===== src/hdl/ssas_pkg.sv =====
// Shared types and constants of the sonar scan angle sequencer.
package ssas_pkg;

   localparam int GRADS_PER_TURN = 400;
   localparam int HALF_TURN      = 200;
   localparam int MAX_DEG        = 360;
   localparam int NO_FIT_COST    = 1000;
   localparam int FIT_SPAN       = 10;

   // floor(n / d) == (n * RECIP) >> RECIP_SHIFT for every numerator in use
   localparam int RECIP_SHIFT    = 27;
   localparam logic [23:0] RECIP_360 = 24'd372828;
   localparam logic [23:0] RECIP_10  = 24'd13421773;

   typedef enum logic {
      OP_CONFIGURE = 1'b0,
      OP_ADVANCE   = 1'b1
   } op_type;

   typedef enum logic [0:0] {
      DIV_BY_360,
      DIV_BY_10
   } div_sel_type;

   typedef enum logic [3:0] {
      ST_IDLE,
      ST_CFG_TH,
      ST_CFG_TS,
      ST_MOD,
      ST_CHK,
      ST_NEXT_S,
      ST_SRCH,
      ST_SET,
      ST_RANGE,
      ST_HEAD,
      ST_ADV_ADD,
      ST_ADV_TEST,
      ST_FIN_AP,
      ST_FIN_ST
   } state_type;

endpackage


===== src/hdl/ssas_const_div.sv =====
// Shared divide-by-constant unit: quotient by 360 or 10 through a reciprocal multiply.
module ssas_const_div (
   input  logic [17:0]          num,
   input  ssas_pkg::div_sel_type sel,
   output logic [8:0]           quot
);

   logic [23:0] recip;
   logic [41:0] prod;

   always_comb begin
      case (sel)
         ssas_pkg::DIV_BY_360: recip = ssas_pkg::RECIP_360;
         ssas_pkg::DIV_BY_10:  recip = ssas_pkg::RECIP_10;
         default:              recip = ssas_pkg::RECIP_10;
      endcase
   end

   assign prod = {24'd0, num} * {18'd0, recip};
   assign quot = prod[ssas_pkg::RECIP_SHIFT +: 9];

endmodule


===== src/hdl/sonar_scan_angle_sequencer.sv =====
// Top level of the sonar scan angle sequencer: command port, sequencer and datapath.
//
// Usage: drive req_op and the req_ fields and raise start; the beat is taken
// at a rising edge with start high and busy low. busy stays high until the
// result is out. Every beat gives exactly one result on the rsp_ ports,
// shown for one cycle with rsp_valid high; the receiver cannot stall it.
// An advance beat (req_op = 1) goes from accept to rsp_valid through:
// add step, boundary test, then two passes through the shared constant
// divider that rounds aperture and step back to degrees.
// A configure beat skips the head grid check when the head falls outside
// the new limits, else runs it as a remainder loop by the step.
// Fitting adds the remainder of the half aperture by the step (one subtract
// per cycle) and a check state; if that remainder is nonzero the search runs
// up to 799 candidate steps, each with a setup state, its own remainder loop
// and up to 11 half-aperture values (one per cycle).
// One reciprocal multiplier does all of the divisions by 360 and 10.
// Reset (synchronous, active high) gives a full circle with step 1 grad,
// head angle 0, and no pending result.
module sonar_scan_angle_sequencer (
   input  logic       clock,
   input  logic       reset,
   input  logic       start,
   output logic       busy,
   input  logic       req_op,
   input  logic [8:0] req_aperture,
   input  logic [8:0] req_step,
   input  logic       req_fit_divisor,
   output logic       rsp_valid,
   output logic [8:0] rsp_angle_grad,
   output logic       rsp_end_of_turn,
   output logic [8:0] rsp_actual_aperture,
   output logic [8:0] rsp_actual_step
);

   ssas_pkg::state_type state_ff, state_in, ret_ff, ret_in;

   logic signed [10:0] head_ff, head_in;
   logic signed [9:0]  step_ff, step_in;
   logic signed [8:0]  low_ff, low_in;
   logic signed [8:0]  high_ff, high_in;

   logic [8:0] ap_ff, ap_in;
   logic [8:0] st_ff, st_in;
   logic       fit_ff, fit_in;
   logic [7:0] th_ff, th_in;
   logic [8:0] ts_ff, ts_in;
   logic [9:0] bs_ff, bs_in;
   logic [7:0] bh_ff, bh_in;
   logic [9:0] best_ff, best_in;
   logic [9:0] s_ff, s_in;
   logic [7:0] h_ff, h_in;
   logic [3:0] hd_ff, hd_in;
   logic [8:0] sd_ff, sd_in;
   logic [8:0] rem_ff, rem_in;
   logic [9:0] div_ff, div_in;

   logic       vld_ff, vld_in;
   logic       end_ff, end_in;
   logic [8:0] ang_ff, ang_in;
   logic [8:0] aap_ff, aap_in;
   logic [8:0] ast_ff, ast_in;

   logic [17:0]           div_num;
   ssas_pkg::div_sel_type div_sel;
   logic [8:0]            div_quot;

   logic signed [11:0] head_x, step_x, low_x, high_x, sum_x, diff_x, ang_x, nlow_x;
   logic [7:0]  top_h;
   logic [9:0]  cost;
   logic [10:0] hi_tmp;
   logic [8:0]  mag_step;
   logic [9:0]  rem_inc;

   ssas_const_div u_div (
      .num  (div_num),
      .sel  (div_sel),
      .quot (div_quot)
   );

   assign head_x = {head_ff[10], head_ff};
   assign step_x = {{2{step_ff[9]}}, step_ff};
   assign low_x  = {{3{low_ff[8]}}, low_ff};
   assign high_x = {{3{high_ff[8]}}, high_ff};
   assign sum_x  = head_x + step_x;
   assign diff_x = head_x - low_x;
   assign nlow_x = 12'sd0 - low_x;

   assign top_h = (({1'b0, th_ff} + 9'(ssas_pkg::FIT_SPAN)) < 9'(ssas_pkg::HALF_TURN)) ?
                  (th_ff + 8'(ssas_pkg::FIT_SPAN)) : 8'(ssas_pkg::HALF_TURN);

   assign cost = (rem_ff == 9'd0) ? ({1'b0, sd_ff} + {6'd0, hd_ff}) :
                 10'(ssas_pkg::NO_FIT_COST);

   assign rem_inc  = {1'b0, rem_ff} + 10'd1;
   assign mag_step = step_ff[9] ? 9'(10'sd0 - step_ff) : step_ff[8:0];
   assign hi_tmp   = {3'd0, bh_ff} -
                     ((bh_ff == 8'(ssas_pkg::HALF_TURN)) ? {1'b0, bs_ff} : 11'd0);

   always_comb begin
      if (head_x < 12'sd0)
         ang_x = head_x + 12'sd400;
      else if (head_x >= 12'(ssas_pkg::GRADS_PER_TURN))
         ang_x = head_x - 12'sd400;
      else
         ang_x = head_x;
   end

   always_ff @(posedge clock) begin
      if (reset) begin
         state_ff <= ssas_pkg::ST_IDLE;
         head_ff  <= 11'sd0;
         step_ff  <= 10'sd1;
         low_ff   <= -9'sd200;
         high_ff  <= 9'sd199;
         vld_ff   <= 1'b0;
      end else begin
         state_ff <= state_in;
         head_ff  <= head_in;
         step_ff  <= step_in;
         low_ff   <= low_in;
         high_ff  <= high_in;
         vld_ff   <= vld_in;
      end
   end

   always_ff @(posedge clock) begin
      ret_ff  <= ret_in;
      ap_ff   <= ap_in;
      st_ff   <= st_in;
      fit_ff  <= fit_in;
      th_ff   <= th_in;
      ts_ff   <= ts_in;
      bs_ff   <= bs_in;
      bh_ff   <= bh_in;
      best_ff <= best_in;
      s_ff    <= s_in;
      h_ff    <= h_in;
      hd_ff   <= hd_in;
      sd_ff   <= sd_in;
      rem_ff  <= rem_in;
      div_ff  <= div_in;
      end_ff  <= end_in;
      ang_ff  <= ang_in;
      aap_ff  <= aap_in;
      ast_ff  <= ast_in;
   end

   always_comb begin
      state_in = state_ff;
      ret_in   = ret_ff;
      head_in  = head_ff;
      step_in  = step_ff;
      low_in   = low_ff;
      high_in  = high_ff;
      ap_in    = ap_ff;
      st_in    = st_ff;
      fit_in   = fit_ff;
      th_in    = th_ff;
      ts_in    = ts_ff;
      bs_in    = bs_ff;
      bh_in    = bh_ff;
      best_in  = best_ff;
      s_in     = s_ff;
      h_in     = h_ff;
      hd_in    = hd_ff;
      sd_in    = sd_ff;
      rem_in   = rem_ff;
      div_in   = div_ff;
      vld_in   = 1'b0;
      end_in   = end_ff;
      ang_in   = ang_ff;
      aap_in   = aap_ff;
      ast_in   = ast_ff;
      div_num  = 18'd0;
      div_sel  = ssas_pkg::DIV_BY_10;

      case (state_ff)
         ssas_pkg::ST_IDLE: begin
            if (start) begin
               ap_in  = (req_aperture > 9'(ssas_pkg::MAX_DEG)) ?
                        9'(ssas_pkg::MAX_DEG) : req_aperture;
               if (req_step > 9'(ssas_pkg::MAX_DEG))
                  st_in = 9'(ssas_pkg::MAX_DEG);
               else if (req_step == 9'd0)
                  st_in = 9'd1;
               else
                  st_in = req_step;
               fit_in   = req_fit_divisor;
               end_in   = 1'b0;
               state_in = (req_op == ssas_pkg::OP_ADVANCE) ?
                          ssas_pkg::ST_ADV_ADD : ssas_pkg::ST_CFG_TH;
            end
         end
         ssas_pkg::ST_CFG_TH: begin
            div_num  = {9'd0, ap_ff} * 18'd200 + 18'd180;
            div_sel  = ssas_pkg::DIV_BY_360;
            th_in    = div_quot[7:0];
            state_in = ssas_pkg::ST_CFG_TS;
         end
         ssas_pkg::ST_CFG_TS: begin
            div_num = {9'd0, st_ff} * 18'd400 + 18'd180;
            div_sel = ssas_pkg::DIV_BY_360;
            ts_in   = div_quot;
            bs_in   = {1'b0, div_quot};
            bh_in   = th_ff;
            if (fit_ff) begin
               rem_in   = {1'b0, th_ff};
               div_in   = {1'b0, div_quot};
               ret_in   = ssas_pkg::ST_CHK;
               state_in = ssas_pkg::ST_MOD;
            end else begin
               state_in = ssas_pkg::ST_SET;
            end
         end
         ssas_pkg::ST_MOD: begin
            // remainder by repeated subtraction, one subtract per cycle
            if ({1'b0, rem_ff} >= div_ff)
               rem_in = rem_ff - div_ff[8:0];
            else
               state_in = ret_ff;
         end
         ssas_pkg::ST_CHK: begin
            if (rem_ff == 9'd0) begin
               state_in = ssas_pkg::ST_SET;
            end else begin
               best_in  = 10'(ssas_pkg::NO_FIT_COST);
               s_in     = 10'd1;
               state_in = ssas_pkg::ST_NEXT_S;
            end
         end
         ssas_pkg::ST_NEXT_S: begin
            rem_in   = {1'b0, th_ff};
            div_in   = s_ff;
            sd_in    = (s_ff >= {1'b0, ts_ff}) ? 9'(s_ff - {1'b0, ts_ff}) :
                       9'({1'b0, ts_ff} - s_ff);
            h_in     = th_ff;
            hd_in    = 4'd0;
            ret_in   = ssas_pkg::ST_SRCH;
            state_in = ssas_pkg::ST_MOD;
         end
         ssas_pkg::ST_SRCH: begin
            if (cost < best_ff) begin
               best_in = cost;
               bs_in   = s_ff;
               bh_in   = h_ff;
            end
            if (h_ff == top_h) begin
               if (({1'b0, s_ff} + 11'd1) == {1'b0, ts_ff, 1'b0}) begin
                  state_in = ssas_pkg::ST_SET;
               end else begin
                  s_in     = s_ff + 10'd1;
                  state_in = ssas_pkg::ST_NEXT_S;
               end
            end else begin
               h_in   = h_ff + 8'd1;
               hd_in  = hd_ff + 4'd1;
               rem_in = (rem_inc == s_ff) ? 9'd0 : rem_inc[8:0];
            end
         end
         ssas_pkg::ST_SET: begin
            step_in  = bs_ff;
            low_in   = 9'sd0 - $signed({1'b0, bh_ff});
            high_in  = hi_tmp[8:0];
            state_in = ssas_pkg::ST_RANGE;
         end
         ssas_pkg::ST_RANGE: begin
            if (head_x < low_x || head_x > high_x) begin
               head_in  = 11'sd0;
               state_in = ssas_pkg::ST_FIN_AP;
            end else begin
               rem_in   = diff_x[8:0];
               div_in   = bs_ff;
               ret_in   = ssas_pkg::ST_HEAD;
               state_in = ssas_pkg::ST_MOD;
            end
         end
         ssas_pkg::ST_HEAD: begin
            if (rem_ff != 9'd0)
               head_in = 11'sd0;
            state_in = ssas_pkg::ST_FIN_AP;
         end
         ssas_pkg::ST_ADV_ADD: begin
            head_in  = head_ff + {step_ff[9], step_ff};
            state_in = ssas_pkg::ST_ADV_TEST;
         end
         ssas_pkg::ST_ADV_TEST: begin
            if (low_ff == -9'sd200) begin
               end_in = (sum_x > high_x);
               if (head_x > high_x)
                  head_in = {{2{low_ff[8]}}, low_ff};
            end else if (sum_x >= high_x || sum_x <= low_x) begin
               step_in = 10'sd0 - step_ff;
               end_in  = 1'b1;
            end
            state_in = ssas_pkg::ST_FIN_AP;
         end
         ssas_pkg::ST_FIN_AP: begin
            div_num  = {10'd0, nlow_x[7:0]} * 18'd18 + 18'd5;
            aap_in   = div_quot;
            state_in = ssas_pkg::ST_FIN_ST;
         end
         ssas_pkg::ST_FIN_ST: begin
            div_num  = {9'd0, mag_step} * 18'd9 + 18'd5;
            ast_in   = div_quot;
            ang_in   = ang_x[8:0];
            vld_in   = 1'b1;
            state_in = ssas_pkg::ST_IDLE;
         end
         default: begin
            state_in = ssas_pkg::ST_IDLE;
         end
      endcase
   end

   assign busy                = (state_ff != ssas_pkg::ST_IDLE);
   assign rsp_valid           = vld_ff;
   assign rsp_angle_grad      = ang_ff;
   assign rsp_end_of_turn     = end_ff;
   assign rsp_actual_aperture = aap_ff;
   assign rsp_actual_step     = ast_ff;

endmodule

===== config.mk =====
export PLATFORM = sky130hd
export DESIGN_NAME = sonar_scan_angle_sequencer
export DESIGN_NICKNAME = d
export VERILOG_FILES = /design/src/hdl/ssas_pkg.sv /design/src/hdl/ssas_const_div.sv /design/src/hdl/sonar_scan_angle_sequencer.sv
export SDC_FILE = /design/constraint.sdc
export NUM_CORES = 1
export LEC_CHECK = 0
export ABC_CLOCK_PERIOD_IN_PS = 20900
export BUFFER_PORTS_ARGS = -buffer_cell sky130_fd_sc_hd__buf_4
export CORE_UTILIZATION = 60
export DETAILED_ROUTE_END_ITERATION = 12
export GPL_TIMING_DRIVEN = 0
export PLACE_DENSITY = 0.87
export SLEW_MARGIN = 20
export SYNTH_ARGS = -nofsm -noshare
export SYNTH_HDL_FRONTEND = slang
export SYNTH_HIERARCHICAL = 1
export SYNTH_SLANG_ARGS = --single-unit

===== constraint.sdc =====
create_clock -name clock -period 20.9 [get_ports clock]
set_input_delay 3.135 -clock clock [delete_from_list [all_inputs] [get_ports clock]]
set_output_delay 3.135 -clock clock [all_outputs]
set_load 0.05 [all_outputs]

==> results.ini <==
[run_status]
outcome = completed

[cts]
cts.sinks = 189
numCtsBuffers = 17
clock_latency_ns = 0.50
cts_hold_buffers = 0
clk_pin_slew_ns = 0.09
cts_post_setup_buffers_inserted = 0
cts_tree = built
post_cts_resized = 0
htree_num_levels = 4
clock_path_buffers = 2
cts_root_buf = clkbuf_16

[route]
antenna_left = 0
post-route-drc-count = 0
drt_first_pass_iters = 6
drt_wl_total_mm = 69.7
via_per_inst = 6.08
drt_iter0_drc = 1841
post_drt_wl_per_cell_um = 21.4
vias = 19800

[setup_path]
crit_end = div_ff[4]
r2r_start = step_ff[0]
rrSetupSlack_ns = 9.87
cpPeakStageDelay_ns = 0.81
crit_type = flip-flop to flip-flop
crit_path_top_delay_cell = o221ai_1
critPathMostFrequentCell = fa_1
rr_endpoint = div_ff[4]
cp.required_ns = 21.25
critPathMaxFanout = 7
arrival_ns = 11.38
crit_path_start_kind = flip-flop
reg2reg_depth = 33
setup.worst_path.start = step_ff[0]
cp-end-kind = flip-flop

[synth]
synth-edff-count = 145
ys_async_sr_fraction = 0
syn-cell-area_um2 = 24600
syn_area_per_cell_um2 = 9.29
synthDistinctLibCells = 113
synth-seq-area-share = 0.213
syn-num-nets = 3240
synthCells = 2644
synth_ff_type = edfxtp_1
ys_ff_latch = 189
yosys_warnings = 6

[timing]
setup_viol = 0
rsz0062_at_grt = no
post-route-min-period_ns = 11.03
skew_ns = 0.0142
post-route-period-util = 0.528
finalHoldViolCount = 0
fmax_ghz = 0.0906
tightest_slew_ns = 1.16
fin_tns_setup_ns = 0
maxSlewHeadroom = 0.218
finalMaxSlewViolations = 0

[grt]
grt_max_degree = 24
grt_pass1_vias = 20200
overflow = 0
grt_pass1_wl_mm = 109
antenna_found_initial = 0
grt_usage = 0.342

[final_layout]
drive_gt1_frac = 0.0638
final_common_cell = inv_1
final_cell_mix = inv_1, ha_1, nand2_1, fa_1, edfxtp_1
diodes = 0
final_nets = 3312
area_growth_pct = 6.99
fill_cells = 3132

[place]
portBuffers = 51
gp_congestion = 0.997
dp_hpwl_mm = 58.0

[die]
io_pins = 53
die_x_um = 204
core_region_area_um2 = 40100
chipHeight_um = 204
fp-row-count = 73
initial_utilization = 0.613
die_area_um2 = 41800

[min_path]
min_path_type = flip-flop to flip-flop
holdPathStages = 2

[flow_run]
cap_violations = 0

==> final cells by class <==
class,instances,area [um^2],area share
Multi-Input combinational cell,1901,17200,0.655
Sequential cell,189,5240,0.199
Inverter,486,1830,0.0695
Tap cell,525,657,0.0250
Clock buffer,17,425,0.0162
Timing Repair Buffer,53,402,0.0153
Buffer,68,312,0.0118
Clock inverter,15,201,0.00766
==> stage by stage <==
| step | cells | hold slack, ns | setup WS, ns | instance area [um^2] | util |
|---|---|---|---|---|---|
| floorplan | 2644 | 0.432 | 11.62 | 24600 | - |
| global placement | 3220 | 0.444 | 9.40 | 25600 | 0.639 |
| detailed placement | 3222 | 0.450 | 10.10 | 25700 | 0.640 |
| CTS | 3254 | 0.462 | 10.02 | 26300 | 0.656 |
| global route | 3254 | 0.486 | 9.55 | 26300 | 0.656 |
| finish | 3254 | 0.460 | 9.87 | 26300 | 0.656 |
==> worst max-delay path: cells and delay by family (launching register included) <==
kind,cells,cell delay (ns)
AOI/OAI and AO/OA,3,1.08
xor gates and xnor gates,3,1.02
adders and majority gates,10,4.27
buffers and inverters,5,0.60
DFF,1,0.40
and+or+nand+nor,12,3.45
==> sequential cells by signal, indices dropped and copies added, names as in the netlist, 10 cells and up <==
| register | flops |
|---|---|
| div_ff | 10 |
| best_ff | 10 |
| s_ff | 10 |
| head_ff | 11 |
| bs_ff | 10 |
| step_ff | 10 |
==> routing by layer <==
metal	up-vias	share of wire	track usage
met2	861	0.48	0.571
met5	-	0	0
met4	0	0.047	0.164
li1	9171	-	-
met3	179	0.074	0.0576
met1	9583	0.40	0.430
==> cell families (layout without fill, tap and decap cells) <==
| group | Yosys count | in the layout | share of synthesized area |
|---|---|---|---|
| mux | 20 | 20 | 0.00916 |
| fa+ha+maj | 576 | 576 | 0.359 |
| flops | 189 | 189 | 0.213 |
| compound gates | 476 | 476 | 0.135 |
| simple gates | 659 | 659 | 0.134 |
| buf+inv | 554 | 639 | 0.0870 |
| xor+xnor | 170 | 170 | 0.0621 |
==> cells in the mapped netlist (6+ instances only) <==
cell type,instances,area [um^2]
o2111ai_1,7,61.3
a211oi_1,21,158
buf_2,9,45.0
dfxtp_1,44,881
inv_1,482,1810
a21o_1,25,188
edfxtp_1,145,4350
a21oi_1,98,490
nor3b_1,6,45.0
a22oi_1,16,120
nand4_1,24,150
o21a_1,18,135
nand2b_1,41,257
nor2_1,118,443
o21ai_0,105,526
ha_1,357,4470
o211ai_1,18,135
or2_2,6,37.5
or3_1,14,87.6
clkbuf_1,47,176
xnor2_1,117,1020
o31ai_1,6,45.0
mux2i_1,13,130
and2_1,21,131
a221oi_1,21,184
fa_1,216,4320
and4_1,7,61.3
nand3b_1,11,82.6
nor3_1,42,210
nor2b_1,37,231
a2111oi_0,6,52.6
xor2_1,49,429
o22ai_1,12,75.1
o221ai_1,8,70.1
nand3_1,51,255
a211o_1,9,78.8
a31oi_1,19,119
o21bai_1,10,75.1
and3_1,20,125
nor4_1,15,93.8
nand2_1,216,811
==> how the worst min path moves through the flow <==
stage                    start    endpoint  slack [ns]
CTS                 high_ff[3]  high_ff[3]        0.46
detailed placement  high_ff[5]  high_ff[5]        0.45
floorplan           high_ff[3]  high_ff[3]        0.43
global placement     low_ff[6]   low_ff[6]        0.44
finish              high_ff[3]  high_ff[3]        0.46
global route        high_ff[5]  high_ff[5]        0.49
Power is left out: the tool's default activity adds up to more than one toggle a clock period on the data nets, which glitch-free logic cannot reach.
